File: config.mk
export PLATFORM = sky130hd
export DESIGN_NAME = keypad_code_lock_unit
export DESIGN_NICKNAME = d
export VERILOG_FILES = /design/src/hdl/kcl_pkg.sv /design/src/hdl/kcl_core.sv /design/src/hdl/keypad_code_lock_unit.sv
export SDC_FILE = /design/constraint.sdc
export NUM_CORES = 1
export LEC_CHECK = 0
export BUFFER_PORTS_ARGS = -buffer_cell sky130_fd_sc_hd__buf_2
export CORE_MARGIN = 3
export CORE_UTILIZATION = 60
export DETAILED_ROUTE_END_ITERATION = 16
export GPL_TIMING_DRIVEN = 0
export PLACE_DENSITY_LB_ADDON = 0.1
export SLEW_MARGIN = 15
export SYNTH_ARGS = -nofsm -noshare
export SYNTH_HDL_FRONTEND = slang
export SYNTH_SLANG_ARGS = --single-unit
File: constraint.sdc
create_clock -name clk -period 3.63 [get_ports clk]
set_input_delay 0 -clock clk [delete_from_list [all_inputs] [get_ports clk]]
set_output_delay 0 -clock clk [all_outputs]
set_load 0.02 [all_outputs]
File: src/hdl/kcl_pkg.sv
// Package for the keypad code lock: sizes, key and event codes, lock modes
// and the result record passed from the core to the output stage.
// No dependencies.
package kcl_pkg;

    localparam int CODE_LENGTH = 6;
    localparam int FILL_W      = $clog2(CODE_LENGTH + 1);
    localparam int IDX_W       = (CODE_LENGTH > 1) ? $clog2(CODE_LENGTH) : 1;

    localparam logic [2:0] MAX_TRIES_RESET = 3'd3;

    localparam logic [3:0] KEY_DIGIT_MAX = 4'd9;
    localparam logic [3:0] KEY_CANCEL    = 4'd10;
    localparam logic [3:0] KEY_BACK      = 4'd11;
    localparam logic [3:0] KEY_CHANGE    = 4'd12;
    localparam logic [3:0] KEY_CONFIRM   = 4'd13;

    localparam logic [2:0] MODE_CODE_ENTER  = 3'd0;
    localparam logic [2:0] MODE_CODE_OPEN   = 3'd1;
    localparam logic [2:0] MODE_CODE_NEW    = 3'd2;
    localparam logic [2:0] MODE_CODE_REPEAT = 3'd3;
    localparam logic [2:0] MODE_CODE_LOCKED = 3'd4;

    typedef enum logic [4:0] {
        MODE_ENTER  = 5'b00001,
        MODE_OPEN   = 5'b00010,
        MODE_NEW    = 5'b00100,
        MODE_REPEAT = 5'b01000,
        MODE_LOCKED = 5'b10000
    } mode_t;

    typedef enum logic [3:0] {
        EV_IGNORED        = 4'd0,
        EV_DIGIT          = 4'd1,
        EV_FULL           = 4'd2,
        EV_CLEARED        = 4'd3,
        EV_BACKSPACE      = 4'd4,
        EV_TOO_SHORT      = 4'd5,
        EV_WRONG          = 4'd6,
        EV_OPENED         = 4'd7,
        EV_NEW_STORED     = 4'd8,
        EV_MISMATCH       = 4'd9,
        EV_CHANGE_DONE    = 4'd10,
        EV_LOCKED         = 4'd11,
        EV_CHANGE_STARTED = 4'd12
    } event_t;

    typedef struct packed {
        event_t     ev;
        logic [2:0] entered;
        logic [2:0] failures;
        logic [2:0] mode_now;
        logic       alarm;
    } kcl_result_t;

endpackage

File: src/hdl/kcl_core.sv
// Lock core: mode, entry buffer, stored code and try counter, with the
// per-key next-state logic and the result record for that key.
// Depends on kcl_pkg.
module kcl_core (
    input  logic                clk,
    input  logic                rst_n,
    input  logic                step,
    input  logic [3:0]          key,
    input  logic [2:0]          max_tries,
    output kcl_pkg::kcl_result_t result
);
    import kcl_pkg::*;

    mode_t                           mode_reg,    mode_next;
    logic [FILL_W-1:0]               fill_reg,    fill_next;
    logic [CODE_LENGTH-1:0][3:0]     entry_reg,   entry_next;
    logic [CODE_LENGTH-1:0][3:0]     stored_reg,  stored_next;
    logic [2:0]                      tries_reg,   tries_next;
    event_t                          ev;
    logic                            full;
    logic                            match;

    assign full  = (fill_reg == FILL_W'(CODE_LENGTH));
    assign match = (entry_reg == stored_reg);

    always_comb
    begin
        mode_next   = mode_reg;
        fill_next   = fill_reg;
        entry_next  = entry_reg;
        stored_next = stored_reg;
        tries_next  = tries_reg;
        ev          = EV_IGNORED;
        case (mode_reg)
            MODE_OPEN:
            begin
                if (key == KEY_CHANGE)
                begin
                    mode_next  = MODE_NEW;
                    fill_next  = '0;
                    tries_next = max_tries;
                    ev         = EV_CHANGE_STARTED;
                end
            end
            MODE_ENTER, MODE_NEW, MODE_REPEAT:
            begin
                if (key inside {[4'd0:KEY_DIGIT_MAX]})
                begin
                    if (!full)
                    begin
                        entry_next[fill_reg[IDX_W-1:0]] = key;
                        fill_next = fill_reg + FILL_W'(1);
                        ev        = EV_DIGIT;
                    end
                    else
                    begin
                        ev = EV_FULL;
                    end
                end
                else if (key == KEY_CANCEL)
                begin
                    if (fill_reg != '0)
                    begin
                        fill_next = '0;
                        ev        = EV_CLEARED;
                    end
                end
                else if (key == KEY_BACK)
                begin
                    if (fill_reg != '0)
                    begin
                        fill_next = fill_reg - FILL_W'(1);
                        ev        = EV_BACKSPACE;
                    end
                end
                else if (key == KEY_CONFIRM)
                begin
                    if (!full)
                    begin
                        ev = EV_TOO_SHORT;
                    end
                    else
                    begin
                        fill_next = '0;
                        if (mode_reg == MODE_ENTER)
                        begin
                            if (match)
                            begin
                                mode_next  = MODE_OPEN;
                                tries_next = max_tries;
                                ev         = EV_OPENED;
                            end
                            else if (tries_reg <= 3'd1)
                            begin
                                // last try gone: lock for good
                                tries_next = '0;
                                mode_next  = MODE_LOCKED;
                                ev         = EV_LOCKED;
                            end
                            else
                            begin
                                tries_next = tries_reg - 3'd1;
                                ev         = EV_WRONG;
                            end
                        end
                        else if (mode_reg == MODE_NEW)
                        begin
                            stored_next = entry_reg;
                            mode_next   = MODE_REPEAT;
                            ev          = EV_NEW_STORED;
                        end
                        else if (match)
                        begin
                            mode_next  = MODE_ENTER;
                            tries_next = max_tries;
                            ev         = EV_CHANGE_DONE;
                        end
                        else
                        begin
                            ev = EV_MISMATCH;
                        end
                    end
                end
            end
            default:
            begin
                ev = EV_IGNORED;
            end
        endcase
    end

    always_comb
    begin
        result.ev       = ev;
        result.entered  = 3'(fill_next);
        result.failures = (tries_next > max_tries) ? 3'd0 : (max_tries - tries_next);
        result.alarm    = (mode_next == MODE_LOCKED);
        case (mode_next)
            MODE_ENTER:  result.mode_now = MODE_CODE_ENTER;
            MODE_OPEN:   result.mode_now = MODE_CODE_OPEN;
            MODE_NEW:    result.mode_now = MODE_CODE_NEW;
            MODE_REPEAT: result.mode_now = MODE_CODE_REPEAT;
            MODE_LOCKED: result.mode_now = MODE_CODE_LOCKED;
            default:     result.mode_now = MODE_CODE_ENTER;
        endcase
    end

    always_ff @(posedge clk or negedge rst_n)
    begin
        if (!rst_n)
        begin
            mode_reg   <= MODE_ENTER;
            fill_reg   <= '0;
            stored_reg <= '0;
            tries_reg  <= MAX_TRIES_RESET;
        end
        else if (step)
        begin
            mode_reg   <= mode_next;
            fill_reg   <= fill_next;
            stored_reg <= stored_next;
            tries_reg  <= tries_next;
        end
    end

    // entry digits are only read once written
    always_ff @(posedge clk)
    begin
        if (step)
        begin
            entry_reg <= entry_next;
        end
    end

endmodule

File: src/hdl/keypad_code_lock_unit.sv
// Keypad code lock, top level: key input register, lock core, result register
// and the max_tries configuration register. Depends on kcl_pkg and kcl_core.
// A key taken into the key register goes through the core into the result
// register once that slot is free. Throughput: one key per cycle while
// out_ready drains the result register (combinational core update); a waiting
// result holds the next key off only once the key register is also full.
// Reset (rst_n low, asynchronous): enter mode, empty buffer, code all zeros,
// max_tries and tries left at 3, no key or result beat pending.
module keypad_code_lock_unit (
    input  logic       clk,
    input  logic       rst_n,
    input  logic       in_valid,
    output logic       in_ready,
    input  logic [3:0] key_code,
    output logic       out_valid,
    input  logic       out_ready,
    output logic [3:0] event_res,
    output logic [2:0] entered_count,
    output logic [2:0] failures,
    output logic [2:0] mode_now,
    output logic       alarm,
    input  logic       cfg_valid,
    output logic       cfg_ready,
    input  logic [2:0] max_tries
);
    import kcl_pkg::*;

    logic        in_valid_reg, in_valid_next;
    logic [3:0]  key_reg;
    logic        out_valid_reg, out_valid_next;
    kcl_result_t out_reg;
    kcl_result_t core_result;
    logic [2:0]  max_tries_reg;
    logic        advance;

    // move the held key through the core when the result slot frees up
    assign advance  = in_valid_reg && (!out_valid_reg || out_ready);
    assign in_ready = !in_valid_reg || advance;
    assign cfg_ready = 1'b1;

    always_comb
    begin
        in_valid_next = in_valid_reg;
        if (in_valid && in_ready)
            in_valid_next = 1'b1;
        else if (advance)
            in_valid_next = 1'b0;

        out_valid_next = out_valid_reg;
        if (advance)
            out_valid_next = 1'b1;
        else if (out_ready)
            out_valid_next = 1'b0;
    end

    always_ff @(posedge clk or negedge rst_n)
    begin
        if (!rst_n)
        begin
            in_valid_reg  <= 1'b0;
            out_valid_reg <= 1'b0;
            max_tries_reg <= MAX_TRIES_RESET;
        end
        else
        begin
            in_valid_reg  <= in_valid_next;
            out_valid_reg <= out_valid_next;
            if (cfg_valid && cfg_ready)
                max_tries_reg <= max_tries;
        end
    end

    always_ff @(posedge clk)
    begin
        if (in_valid && in_ready)
            key_reg <= key_code;
        if (advance)
            out_reg <= core_result;
    end

    kcl_core u_core (
        .clk       (clk),
        .rst_n     (rst_n),
        .step      (advance),
        .key       (key_reg),
        .max_tries (max_tries_reg),
        .result    (core_result)
    );

    assign out_valid     = out_valid_reg;
    assign event_res     = out_reg.ev;
    assign entered_count = out_reg.entered;
    assign failures      = out_reg.failures;
    assign mode_now      = out_reg.mode_now;
    assign alarm         = out_reg.alarm;

`ifndef NO_ASSERTIONS
    a_key_held_on_stall: assert property (@(posedge clk) disable iff (!rst_n)
        (in_valid_reg && out_valid_reg && !out_ready) |=> (in_valid_reg && $stable(key_reg)))
        else $error("held key lost while result stalled");

    a_alarm_mode: assert property (@(posedge clk) disable iff (!rst_n)
        out_valid_reg |-> (out_reg.alarm == (out_reg.mode_now == MODE_CODE_LOCKED)))
        else $error("alarm does not match locked mode");

    a_opened_clears: assert property (@(posedge clk) disable iff (!rst_n)
        (out_valid_reg && out_reg.ev == EV_OPENED) |->
            (out_reg.mode_now == MODE_CODE_OPEN && out_reg.entered == 3'd0))
        else $error("open event without empty buffer in open mode");

    a_fill_bound: assert property (@(posedge clk) disable iff (!rst_n)
        out_valid_reg |-> (32'(out_reg.entered) <= CODE_LENGTH))
        else $error("entry count beyond code length");
`endif

endmodule
==> qor.csv <==
metric;value;unit
outcome;complete, no violations;
hold_viol;0;
grt_pass1_vias;3120;
root_buffer;clkbuf_8;
yosys_warnings;0;
rsz0062_at_grt;no;
synth_nets;391;
cts_htree_levels;3;
port-buffer-count;27;
viasPerCell;6.035;
r2r-start;u_core.mode_reg[0]$_DFFE_PN1P_;
synth_edf_count;42;
place_congestion;0.9037;
cts.sinks;82;
yosys-top-cells-area;edfxtp_1 (29%), dfrtp_1 (20%), mux2_2 (6.6%);
hpwl;6242;µm
path_class;register to register;
track_usage;24.31;%
die_h;90.54;µm
dr.first_iter.drc_count;229;
post-route-min-period;3.300;ns
worstPathArrival;3.41;ns
report.final.setup_viol;0;
antenna_found_initial;0;
grt_use_met3;3.500;%
synthFlopType;edfxtp_1;
min_period_over_period;90.91;%
avgRoutedWirePerCell;17.54;µm
seq_area_frac_synth;52.90;%
synth.cell_area;4288;µm²
maxSlewViolCount;0;
startpoint;u_core.mode_reg[0]$_DFFE_PN1P_;
syn_inst;368;
cts_tree;done;
met2_usage;35.33;%
area_delta_synth_final;14.21;%
cts_buffer_depth;2;
synth.distinct_cells;61;
setup_ws;0.3301;ns
cts.repair.resized;0;
grt-busiest-layer;met1;
finalWirelength;9120;µm
num_vias;3138;
slew_headroom;36.51;%
fp.coreArea;6869;µm²
ant_nets;0;
required;3.74;ns
leakagePower;2.069;nW
ys_ff_latch;82;
yosys.area.top_type_share;29.41;%
ir_drop;0.4202;mV
yosysTopAreaCell;edfxtp_1;
fmax;303.0;MHz
holdWs;0.3247;ns
synthArstFlopShare;48.78;%
rows;30;
die_x;90.54;µm
totalPowerFinal;2.457;mW
syn_avg_cell_area;11.65;µm²
die_area;8197;µm²
final_nets;442;
start_kind;register;
hold_path_class;primary input to asynchronous set/reset pin;
overflow;0;
use_met1;36.16;%
cp-end-kind;register;
post-place-ws;0.3200;ns
powerDensity;501.8;nW/µm²
grt_pass1_wl;15600;µm
io_pins;29;
stdcell_count;520;
initial_utilization;62.42;%
drtPass1Iterations;5;
clock_latency;0.35;ns
drive_gt1_share;21.46;%
clk_pin_slew;0.09;ns
cp_max_fo;8;
worstMarginPinSlew;0.9523;ns
dp.cells;491;
skew;0.01470;ns
setup-tns-final;0;ns
antennaDiodeCount;0;
drv_cap;0;
cts_buffers;9;
drcViolationCount;0;
grt_max_degree;41;
==> cell usage in the layout, fill, tap and decap left out, types with 9 or more instances in the layout <==
master and count:
a21oi_1 17, buf_2 31, clkbuf_8 10, dfrtp_1 35, dlygate4sd3_1 12, edfxtp_1 42, ha_1 10, inv_1 14
mux2_2 25, nand2_1 22, nand2b_1 9, nor2_1 30, o21ai_0 15, xnor2_1 17, xor2_1 10
==> Yosys cell counts (3+ instances only) <==
library cell / number
a21o_1: 4
nand2_1: 22
inv_1: 14
nor3_1: 5
xor2_1: 10
a22oi_1: 5
xnor2_1: 17
o211ai_1: 4
nand3b_1: 4
dfrtp_1: 35
mux2_2: 25
o21ai_0: 15
and3_1: 4
edfxtp_1: 42
and2_1: 3
mux2i_1: 4
clkbuf_1: 4
a21oi_1: 17
nand3_1: 4
nor4_1: 5
a31oi_1: 4
dfstp_2: 5
ha_1: 10
a22o_1: 4
buf_4: 3
buf_2: 4
nor4_4: 3
a211oi_1: 7
nand2b_1: 9
nand4_1: 7
nor2_1: 30
==> area by class of cell <==
class                   count  area (µm²)
flip-flops and latches     82        2268
fillers                   522        1972
multi-input cells         259        1887
repair buffers             40       262.8
clock buffers              11       141.4
well taps                  96       120.1
clock inverters             5       85.08
plain buffers              13       80.08
inverters                  14       52.55
==> worst max-delay path, cell delays in order (launching register included) <==
cell      delay, ns
dfstp_2        0.53
buf_6          0.12
xor2_1         0.08
o211ai_1       0.63
nor2_1         0.17
a21oi_1        0.29
a311oi_1       0.09
or4_1          0.57
ha_1           0.33
a21oi_1        0.18
nor2_1         0.06
==> logic make-up after synthesis <==
family,share of synthesized area [%]
simple gates,14.56
compound gates,12.96
flops,52.90
mux,7.499
xor+xnor,5.515
buf+inv,3.093
fa+ha+maj,3.385
other cells,0.08746
==> stage by stage <==
stage | utilization (%) | area [µm²]
after CTS | 71.18 | 4890
after detailed placement | 66.14 | 4543
after floorplan | - | 4288
after global placement | 66.14 | 4543
after global routing | 71.29 | 4897
final | 71.29 | 4897
==> report_power, final <==
part | leakage, nW | switching, mW | internal (mW)
combinational | 1.04 | 0.338 | 0.216
sequential | 0.919 | 0.0771 | 1.08
clock | 0.110 | 0.332 | 0.410
==> what timing repair did <==
action	CTS	global route
endpoints found under the hold margin	44	0
setup endpoints to repair	0	2
setup buffers	0	1
hold buffers	12	0
==> per-layer routing <==
layer,part of all wire (%),wire length (µm),vias to the layer above
li1,-,-,1480
met1,48,4346,1529
met2,44,4035,111
met3,6.0,551,18
met4,2.1,187,0
met5,0,0,-
==> final timing paths <==
| kind | to | cells after the start | slack [ns] |
|---|---|---|---|
| setup / recovery | failures[0]$_SDFFCE_PN0P_ | 10 | 0.33 |
| hold / removal | u_core.stored_reg[16]$_DFFE_PN0P_ | 2 | 0.32 |
| setup reg to reg | failures[0]$_SDFFCE_PN0P_ | 10 | 0.33 |
| hold reg to reg | out_valid$_DFFE_PN0P_ | 1 | 0.51 |
| max in group asynchronous | u_core.fill_reg[2]$_DFFE_PN0P_ | 2 | 2.70 |
| min in group clk | key_reg[2]$_DFFE_PP_ | 2 | 0.36 |
Note: power is estimated with default switching activity, not from simulation.
